`config.mk`:
```
export PLATFORM = sky130hd
export DESIGN_NAME = sample_without_replacement
export DESIGN_NICKNAME = d
export VERILOG_FILES = /design/src/rtl/swr_pkg.sv /design/src/rtl/sample_without_replacement.sv
export SDC_FILE = /design/constraint.sdc
export NUM_CORES = 1
export LEC_CHECK = 0
export BUFFER_PORTS_ARGS = -buffer_cell sky130_fd_sc_hd__buf_2
export CAP_MARGIN = 15
export CORE_MARGIN = 4
export CORE_UTILIZATION = 45
export CTS_CLUSTER_SIZE = 16
export DETAILED_ROUTE_END_ITERATION = 7
export PLACE_DENSITY = 0.68
export SETUP_SLACK_MARGIN = 0.2
export SLEW_MARGIN = 20
export SYNTH_ARGS = -nofsm -noshare
export SYNTH_HDL_FRONTEND = slang
export SYNTH_SLANG_ARGS = --single-unit
```
`constraint.sdc`:
```
create_clock -name clk_i -period 3.52 [get_ports clk_i]
set_clock_uncertainty 0.1 [all_clocks]
set_input_delay 0.352 -clock clk_i [delete_from_list [all_inputs] [get_ports clk_i]]
set_output_delay 0.352 -clock clk_i [all_outputs]
set_load 0.005 [all_outputs]
```
`src/rtl/swr_pkg.sv`:
```
`timescale 1ns / 1ps
`default_nettype none
// Package for the sample_without_replacement block.
// Holds the sequencer state type, opcodes, status codes and register indexes.
// No dependencies.
package swr_pkg;

  // Operation codes carried by the op field
  localparam logic [1:0] OP_CLEAR = 2'd0;
  localparam logic [1:0] OP_DRAW  = 2'd1;
  localparam logic [1:0] OP_LIST  = 2'd2;

  // Result status codes
  localparam logic [1:0] ST_OK        = 2'd0;
  localparam logic [1:0] ST_RANK_HIGH = 2'd1;
  localparam logic [1:0] ST_NO_DRAWS  = 2'd2;
  localparam logic [1:0] ST_NONE_LEFT = 2'd3;

  // Configuration register indexes
  localparam logic REG_RANGE_SIZE   = 1'b0;
  localparam logic REG_DRAWS_WANTED = 1'b1;

  // Most results a list transaction may produce
  localparam logic [6:0] LIST_CAP = 7'd64;

  // Sequencer states, one-hot
  typedef enum logic [6:0] {
    S_INIT  = 7'b0000001,  // sweep the map after reset
    S_IDLE  = 7'b0000010,  // wait for an input transaction
    S_CLEAR = 7'b0000100,  // sweep the map for a clear
    S_RD    = 7'b0001000,  // issue a map read
    S_CHK   = 7'b0010000,  // examine the read mark
    S_FLUSH = 7'b0100000,  // finish a list
    S_EMIT  = 7'b1000000   // deliver a single result
  } state_e;

endpackage : swr_pkg
`default_nettype wire

```
`src/rtl/sample_without_replacement.sv`:
```
`timescale 1ns / 1ps
`default_nettype none
// Top level of the sampling-without-replacement block: used-mark memory,
// scan sequencer, configuration registers and output register.
// Depends on swr_pkg.

// Keeps a used mark for each integer 0 .. m-1 (m = range_size, capped at
// RANGE_MAX) in a one-bit-wide memory with a registered read port. One scan
// sequencer walks the memory entry by entry (read, then check); a list can
// wait at the check while the output register is full and stalled. A draw
// that is refused for lack of draws goes straight to its report. A clear
// sweeps all RANGE_MAX entries, one per cycle, then reports. After reset the
// same sweep runs before the first input transaction is taken; configuration
// writes are taken at any time. The block works on one transaction at a
// time and holds in_stall_o high meanwhile; the output register lets a new
// input be taken while the last result still waits.
module sample_without_replacement #(
  parameter int unsigned RANGE_MAX = 64
) (
  input  wire logic       clk_i,
  input  wire logic       rst_ni,
  // input channel
  input  wire logic       in_valid_i,
  output logic            in_stall_o,
  input  wire logic [1:0] op_i,
  input  wire logic [5:0] rank_i,
  // output channel
  output logic            out_valid_o,
  input  wire logic       out_stall_i,
  output logic [5:0]      value_o,
  output logic [1:0]      status_o,
  output logic            last_o,
  // configuration
  input  wire logic       cfg_we_i,
  input  wire logic       cfg_index_i,
  input  wire logic [6:0] cfg_data_i
);
  import swr_pkg::*;

  localparam int unsigned AW = $clog2(RANGE_MAX);
  localparam int unsigned MW = $clog2(RANGE_MAX + 1);
  localparam int unsigned CW = (MW > 7) ? MW : 7;
  localparam logic [MW-1:0] SWEEP_END = MW'(RANGE_MAX - 1);
  localparam logic [CW-1:0] SPAN_MAX  = CW'(RANGE_MAX);

  // Configuration registers
  logic [6:0] range_q;
  logic [6:0] wanted_q;

  // Sequencer and scan state
  state_e      state_q, state_d;
  logic [MW-1:0] scan_q, scan_d;
  logic [5:0]  seen_q, seen_d;
  logic [5:0]  rank_q, rank_d;
  logic [1:0]  op_q, op_d;
  logic [6:0]  draw_cnt_q, draw_cnt_d;
  logic [AW-1:0] pend_q, pend_d;
  logic        pend_vld_q, pend_vld_d;
  logic [6:0]  found_q, found_d;
  logic [5:0]  res_value_q, res_value_d;
  logic [1:0]  res_status_q, res_status_d;

  // Output register
  logic        out_vld_q, out_vld_d;
  logic [5:0]  out_value_q, out_value_d;
  logic [1:0]  out_status_q, out_status_d;
  logic        out_last_q, out_last_d;

  // Mark memory
  logic          mark_mem [RANGE_MAX];
  logic          mark_rd_q;
  logic          mark_we;
  logic          mark_wdata;
  logic [AW-1:0] mark_addr;

  // Helpers
  logic [CW-1:0] span;
  logic [CW-1:0] range_ext;
  logic          in_accept;
  logic          out_free;
  logic [AW+5:0] scan_wide;
  logic [AW+5:0] pend_wide;
  logic [5:0]    scan_val;
  logic [5:0]    pend_val;
  logic [6:0]    found_inc;

  assign range_ext = CW'(range_q);
  assign span      = (range_ext > SPAN_MAX) ? SPAN_MAX : range_ext;
  assign in_accept = in_valid_i && !in_stall_o;
  assign out_free  = !out_vld_q || !out_stall_i;
  assign mark_addr = scan_q[AW-1:0];
  assign scan_wide = {6'd0, scan_q[AW-1:0]};
  assign pend_wide = {6'd0, pend_q};
  assign scan_val  = scan_wide[5:0];
  assign pend_val  = pend_wide[5:0];
  assign found_inc = found_q + 7'd1;

  assign in_stall_o  = (state_q != S_IDLE);
  assign out_valid_o = out_vld_q;
  assign value_o     = out_value_q;
  assign status_o    = out_status_q;
  assign last_o      = out_last_q;

  // Write configuration registers
  always_ff @(posedge clk_i or negedge rst_ni) begin
    if (!rst_ni) begin
      range_q  <= 7'd64;
      wanted_q <= 7'd0;
    end else if (cfg_we_i) begin
      case (cfg_index_i)
        REG_RANGE_SIZE:   range_q  <= cfg_data_i;
        REG_DRAWS_WANTED: wanted_q <= cfg_data_i;
        default: ;
      endcase
    end
  end

  // Sequencer
  always_comb begin
    state_d      = state_q;
    scan_d       = scan_q;
    seen_d       = seen_q;
    rank_d       = rank_q;
    op_d         = op_q;
    draw_cnt_d   = draw_cnt_q;
    pend_d       = pend_q;
    pend_vld_d   = pend_vld_q;
    found_d      = found_q;
    res_value_d  = res_value_q;
    res_status_d = res_status_q;
    out_vld_d    = out_vld_q && out_stall_i;
    out_value_d  = out_value_q;
    out_status_d = out_status_q;
    out_last_d   = out_last_q;
    mark_we      = 1'b0;
    mark_wdata   = 1'b0;

    case (state_q)
      S_INIT: begin
        // clear one entry per cycle
        mark_we = 1'b1;
        scan_d  = scan_q + MW'(1);
        if (scan_q == SWEEP_END) begin
          state_d = S_IDLE;
        end
      end

      S_IDLE: begin
        if (in_accept) begin
          op_d       = op_i;
          rank_d     = rank_i;
          scan_d     = '0;
          seen_d     = '0;
          pend_vld_d = 1'b0;
          found_d    = '0;
          case (op_i)
            OP_CLEAR: begin
              state_d = S_CLEAR;
            end
            OP_DRAW: begin
              if (draw_cnt_q >= wanted_q || CW'(draw_cnt_q) >= span) begin
                res_value_d  = '0;
                res_status_d = ST_NO_DRAWS;
                state_d      = S_EMIT;
              end else begin
                state_d = S_RD;
              end
            end
            OP_LIST: begin
              state_d = S_RD;
            end
            default: ;
          endcase
        end
      end

      S_CLEAR: begin
        // sweep the whole map, then report
        mark_we = 1'b1;
        scan_d  = scan_q + MW'(1);
        if (scan_q == SWEEP_END) begin
          draw_cnt_d   = '0;
          res_value_d  = '0;
          res_status_d = ST_OK;
          state_d      = S_EMIT;
        end
      end

      S_RD: begin
        // end of the range, or fetch the next mark
        if (CW'(scan_q) >= span) begin
          if (op_q == OP_LIST) begin
            state_d = S_FLUSH;
          end else begin
            res_value_d  = '0;
            res_status_d = ST_RANK_HIGH;
            state_d      = S_EMIT;
          end
        end else begin
          state_d = S_CHK;
        end
      end

      S_CHK: begin
        if (mark_rd_q) begin
          scan_d  = scan_q + MW'(1);
          state_d = S_RD;
        end else if (op_q == OP_DRAW) begin
          if (seen_q == rank_q) begin
            // take this entry
            mark_we      = 1'b1;
            mark_wdata   = 1'b1;
            draw_cnt_d   = draw_cnt_q + 7'd1;
            res_value_d  = scan_val;
            res_status_d = ST_OK;
            state_d      = S_EMIT;
          end else begin
            seen_d  = seen_q + 6'd1;
            scan_d  = scan_q + MW'(1);
            state_d = S_RD;
          end
        end else if (!pend_vld_q || out_free) begin
          // list: push the held entry out, hold the new one
          if (pend_vld_q) begin
            out_vld_d    = 1'b1;
            out_value_d  = pend_val;
            out_status_d = ST_OK;
            out_last_d   = 1'b0;
          end
          pend_d     = scan_q[AW-1:0];
          pend_vld_d = 1'b1;
          found_d    = found_inc;
          scan_d     = scan_q + MW'(1);
          state_d    = (found_inc == LIST_CAP) ? S_FLUSH : S_RD;
        end
      end

      S_FLUSH: begin
        if (out_free) begin
          out_vld_d    = 1'b1;
          out_last_d   = 1'b1;
          out_value_d  = pend_vld_q ? pend_val : 6'd0;
          out_status_d = pend_vld_q ? ST_OK : ST_NONE_LEFT;
          state_d      = S_IDLE;
        end
      end

      S_EMIT: begin
        if (out_free) begin
          out_vld_d    = 1'b1;
          out_last_d   = 1'b1;
          out_value_d  = res_value_q;
          out_status_d = res_status_q;
          state_d      = S_IDLE;
        end
      end

      default: begin
        state_d = S_IDLE;
      end
    endcase
  end

  // Control registers
  always_ff @(posedge clk_i or negedge rst_ni) begin
    if (!rst_ni) begin
      state_q    <= S_INIT;
      scan_q     <= '0;
      draw_cnt_q <= '0;
      pend_vld_q <= 1'b0;
      found_q    <= '0;
      seen_q     <= '0;
      out_vld_q  <= 1'b0;
    end else begin
      state_q    <= state_d;
      scan_q     <= scan_d;
      draw_cnt_q <= draw_cnt_d;
      pend_vld_q <= pend_vld_d;
      found_q    <= found_d;
      seen_q     <= seen_d;
      out_vld_q  <= out_vld_d;
    end
  end

  // Payload registers
  always_ff @(posedge clk_i) begin
    rank_q       <= rank_d;
    op_q         <= op_d;
    pend_q       <= pend_d;
    res_value_q  <= res_value_d;
    res_status_q <= res_status_d;
    out_value_q  <= out_value_d;
    out_status_q <= out_status_d;
    out_last_q   <= out_last_d;
  end

  // Mark memory: one write port, one registered read port
  always_ff @(posedge clk_i) begin
    if (mark_we) begin
      mark_mem[mark_addr] <= mark_wdata;
    end
    mark_rd_q <= mark_mem[mark_addr];
  end

endmodule : sample_without_replacement
`default_nettype wire

```
After elaboration in Yosys (flattened, before gate mapping). Memory sizes are Yosys's and may differ from the RTL's. A register that Yosys moved wholly into a read port is not among the register bits. Index checks and enable logic that the tools add are counted.

Memory bits (writable): 64. Logic and storage cells: 189. Memories kept: 1. Register bits after elaboration: 81. Input bits: 21. Output and inout port bits: 11.

Multiplexer cells: 95. Bitwise operators: 3. Order comparisons: 4. $add $sub $neg: 4. Equality and inequality tests: 35. Reduce and logical (&&, ||, !) cells: 30.

Memory list: mark_mem (depth 64, bits a word 1, read ports 1, clocked after Yosys merged registers in 1, write ports 1, line sample_without_replacement.sv:70) `logic mark_mem [RANGE_MAX];`.

Operator list (number): 7-bit two-way mux (24); 6-bit two-way mux (21); 7-bit one-hot mux with 3 select lines (2); 7-bit one-hot mux with 6 select lines (1); 2-bit two-way mux (16); 2-bit inequality test (second input constant) (16); 7-bit one-hot mux with 2 select lines (2); 6-bit one-hot mux with 4 select lines (1); 7-bit by 1-bit adder with 7-bit output (second input constant) (3); 7-bit greater-or-equal comparator (3); 1-bit two-way mux (20); 6-bit one-hot mux with 3 select lines (1); 5-bit AND reduction (3); 7-bit by 6-bit == test with 1-bit output (second input constant) (2); 7-bit == test (second input constant) (2); 6-bit one-hot mux with 2 select lines (1); 6-bit AND reduction (2); 10-bit AND reduction (1); 4-bit inequality test (second input constant) (2); 1-bit one-hot mux with 2 select lines (4); 2-bit one-hot mux with 4 select lines (1); 4-bit AND reduction (2); 7-bit by 1-bit == test with 1-bit output (second input constant) (1); 7-bit by 2-bit == test with 1-bit output (second input constant) (1); other kinds (23) (39).

Longest topological paths before layout.
Depth in word-level cells: 8. Depth in mapped cells: 9. Mapped depth without buffers: 9.

Worst setup path before layout. Ideal clock, no wire load.

Path type: register to register. From: reg state_q[2]. To: reg res_status_q[0] (enable). Stages on the path, launching flop included: 7. Path slack: 497 ps. Library setup time: 389 ps. Clock period less this slack: 3023 ps. Arrival time: 2534 ps. Buffers on the path: 1. Cells stage by stage: dfrtp_1 > clkbuf_1 > or3_1 > or3_1 > o31a_1 > or4_1 > a211oi_1.

Word-level cells in the longest chain between the ends: 5. Elaborated cells between the ends (all ways): 18.

RTL lines: start, declared (line sample_without_replacement.sv:51) `state_e state_q, state_d;`; start signal, assigned (line sample_without_replacement.sv:275) `state_q <= state_d;`; 7-bit by 2-bit inequality test with 1-bit output (line sample_without_replacement.sv:98) `assign in_stall_o = (state_q != S_IDLE);`; 1-bit zero test (line sample_without_replacement.sv:89) `assign in_accept = in_valid_i && !in_stall_o;`; 1-bit logical AND (line sample_without_replacement.sv:89); 2-bit inequality test (no line); 10-bit AND reduction (no line) (*); end signal, assigned (line sample_without_replacement.sv:291) `res_status_q <= res_status_d;`; end, declared (line sample_without_replacement.sv:61) `logic [1:0] res_status_q, res_status_d;`.

Mark *: on every way between the ends. The rest lies on a longest branch, timed or not. A chain may end at the register's enable or synchronous reset.

Worst setup path after layout.
From: reg state_q[5]. To: reg state_q[1].

Word-level cells in the longest chain between the ends: 5. Elaborated cells between the ends (all ways): 19.

RTL lines (line): 7-bit by 2-bit inequality test with 1-bit output (sample_without_replacement.sv:98); 1-bit zero test (sample_without_replacement.sv:89); 1-bit logical AND (sample_without_replacement.sv:89); 2-bit inequality test (no line); 6-bit AND reduction (no line).

Several ways; a longest one is shown, not always the timed one.

==> impl_metrics.yaml <==
run_status:
  status: "finished clean"
yosys:
  yosysUniqueCellTypes: 72
  yosysTopAreaCellShare: 0.386
  synth_cells: 656
  synth_ff_type: "edfxtp_1"
  async_flop_share: 0.342
  seq_area_frac_synth: 0.558
  ys_ff_latch: 146
  synth-edff-count: 95
  syn_area_mm2: 0.00739
  avgSynthCellArea_um2: 11.3
  yosysWarnings: 0
  syn_nets: 706
  synth_area_leaders: "edfxtp_1, dfrtp_1, nor2_1, ha_1, mux2_2"
  yosysTopAreaCell: "edfxtp_1"
floorplan:
  die_y_um: 136
  row_count: 46
  coreArea_mm2: 0.0160
  die_w_um: 136
  dieArea_mm2: 0.0185
  start_util: 0.462
  pin_count: 32
setup_path:
  cp-start-kind: "flip-flop"
  crit_fanout: 15
  cp.arrival_ns: 3.15
  worstPathRequired_ns: 3.73
  crit_type: "flip-flop to flip-flop"
  endpoint_kind: "flip-flop"
sta:
  hold_viol_final: 0
  finalCritPeriodShare: 0.837
  max-slew-margin-rel: 0.546
  drv_slew: 0
  worst_pin_slew_ns: 0.681
  tns_ns: 0
  min_period_ns: 2.95
  timing.fmax_ghz: 0.339
  finalSetupViolCount: 0
  rsz0062_at_grt: "false"
detailed_routing:
  dr.pass1.iters: 5
  vias: 5227
  routed_wl_um: 15800
  drc_errors: 0
  routedWlPerCell_um: 17.1
  drtIter0Drc: 317
  ant_nets: 0
  via_per_inst: 5.66
clock_tree:
  cts_resized: 0
  path_clk_slew_ns: 0.06
  cts_tree: "done"
  holdBufCountCts: 7
  cts.sinks: 146
  clockBufferDepth: 2
  clockRootBuffer: "clkbuf_16"
  post_cts_buffers: 0
  cts_made_buffers: 17
  htreeDepth: 4
  clk_latency_ns: 0.42
layout:
  drive_gt1_frac: 0.174
  antenna_cells: 0
  final_common_cell: "nor2_1"
  instances_no_fill: 923
  fin_nets: 744
  mostFrequentLayoutCells: "nor2_1, edfxtp_1, nand2_1"
  postLayoutCoreUtil: 0.532
  area_growth_pct: 15.0
placed_design:
  dp_hpwl_um: 10700
  port_buffers: 31
  place_inst: 884
  gp_congestion: 0.886
power_and_ir_drop:
  p_leak_nw: 3.15
  vdd.ir_drop.worst_v: 0.000379
  power_density_mw_per_mm2: 582
global_routing:
  overflow: 0
  grt_pass1_vias: 5310
  grt_pass1_wl_um: 26400
  antenna_found_initial: 0
  grt_max_degree: 70
  grt_usage: 0.181
min_path:
  min_path_type: "input port to flip-flop"
run:
  maxCapViolations: 0
## cells in the mapped netlist (all sizes together), types with 7 or more instances
master   n
or3      9
a21oi   24
o211ai   7
a211oi   7
nand2b   7
xor2    12
xnor2    8
clkbuf  23
nor2b    8
o21ai   28
mux2i   10
o22ai    8
nor2    99
nand2   49
nor4     7
and2     8
nand3   21
dfrtp   48
edfxtp  95
buf     12
mux2    20
inv     19
nor3    11
ha      29
## state kept, by name, summed over array words and instances (netlist names), 7 cells and up
name,count
mark_mem,64
draw_cnt_q,7
found_q,7
range_ext,7
scan_q,7
state_q,7
wanted_q,7
## final timing paths
check / from / to / slack (ns) / depth (start not counted)
max reg2reg: state_q[5]$_DFFE_PN0P_ / state_q[1]$_DFFE_PN0P_ / 0.57 / 6
max: state_q[5]$_DFFE_PN0P_ / state_q[1]$_DFFE_PN0P_ / 0.57 / 6
min reg2reg: wanted_q[4]$_DFFE_PN0P_ / wanted_q[4]$_DFFE_PN0P_ / 0.41 / 1
max in group asynchronous: rst_ni / state_q[0]$_DFFE_PN1P_ / 2.36 / 4
min in group asynchronous: rst_ni / wanted_q[2]$_DFFE_PN0P_ / 0.28 / 2
min: op_i[1] / op_q[1]$_DFFE_PP_ / 0.04 / 1
## power breakdown
group | switching [W] | internal, W | total, W
combinational | 0.000628 | 0.000403 | 0.00103
sequential | 0.000108 | 0.00197 | 0.00208
clock | 0.000695 | 0.00115 | 0.00184
total | 0.00143 | 0.00352 | 0.00495
## routing by layer
metal / up-vias / GRT usage / wire [um] / part of all wire
met5: - / 0 / 0 / 0
met4: 0 / 0.0700 / 260 / 0.016
met3: 24 / 0.0355 / 772 / 0.049
met2: 135 / 0.293 / 7720 / 0.49
met1: 2582 / 0.243 / 7030 / 0.45
li1: 2486 / - / - / -
## worst max-delay path, stage by stage, from the launching register on
cell and delay (ns):
dfrtp_1 0.55, or4_4 0.61, or3_1 0.54, a2111oi_4 0.46, nor2_2 0.09, o211ai_2 0.16
mux2_4 0.33
## cell type report
cell class | count | area [um2]
Clock buffer | 19 | 453
Clock inverter | 13 | 159
Fill cell | 1397 | 7500
Inverter | 20 | 75.1
Multi-Input combinational cell | 455 | 3040
Sequential cell | 146 | 4130
Tap cell | 216 | 270
Timing Repair Buffer | 54 | 385
## metrics by stage
step	power [W]	setup slack (ns)	hold slack, ns	instance area, um2
after floorplan	0.00281	0.497	-0.0436	7390
after global placement	0.00308	0.653	0.398	7770
after detailed placement	0.00313	0.606	0.183	7820
after CTS	0.00498	0.599	0.0289	8500
after global routing	0.00519	0.413	0.0312	8500
final	0.00495	0.573	0.0438	8500
## cells by family after synthesis
group,count (synthesis),synth area share
mux,36,0.0633
simple gates,256,0.170
xor+xnor,20,0.0237
compound gates,114,0.104
buf+inv,55,0.0315
fa+ha+maj,29,0.0491
flops,146,0.558
(Power assumes the default switching activity.)
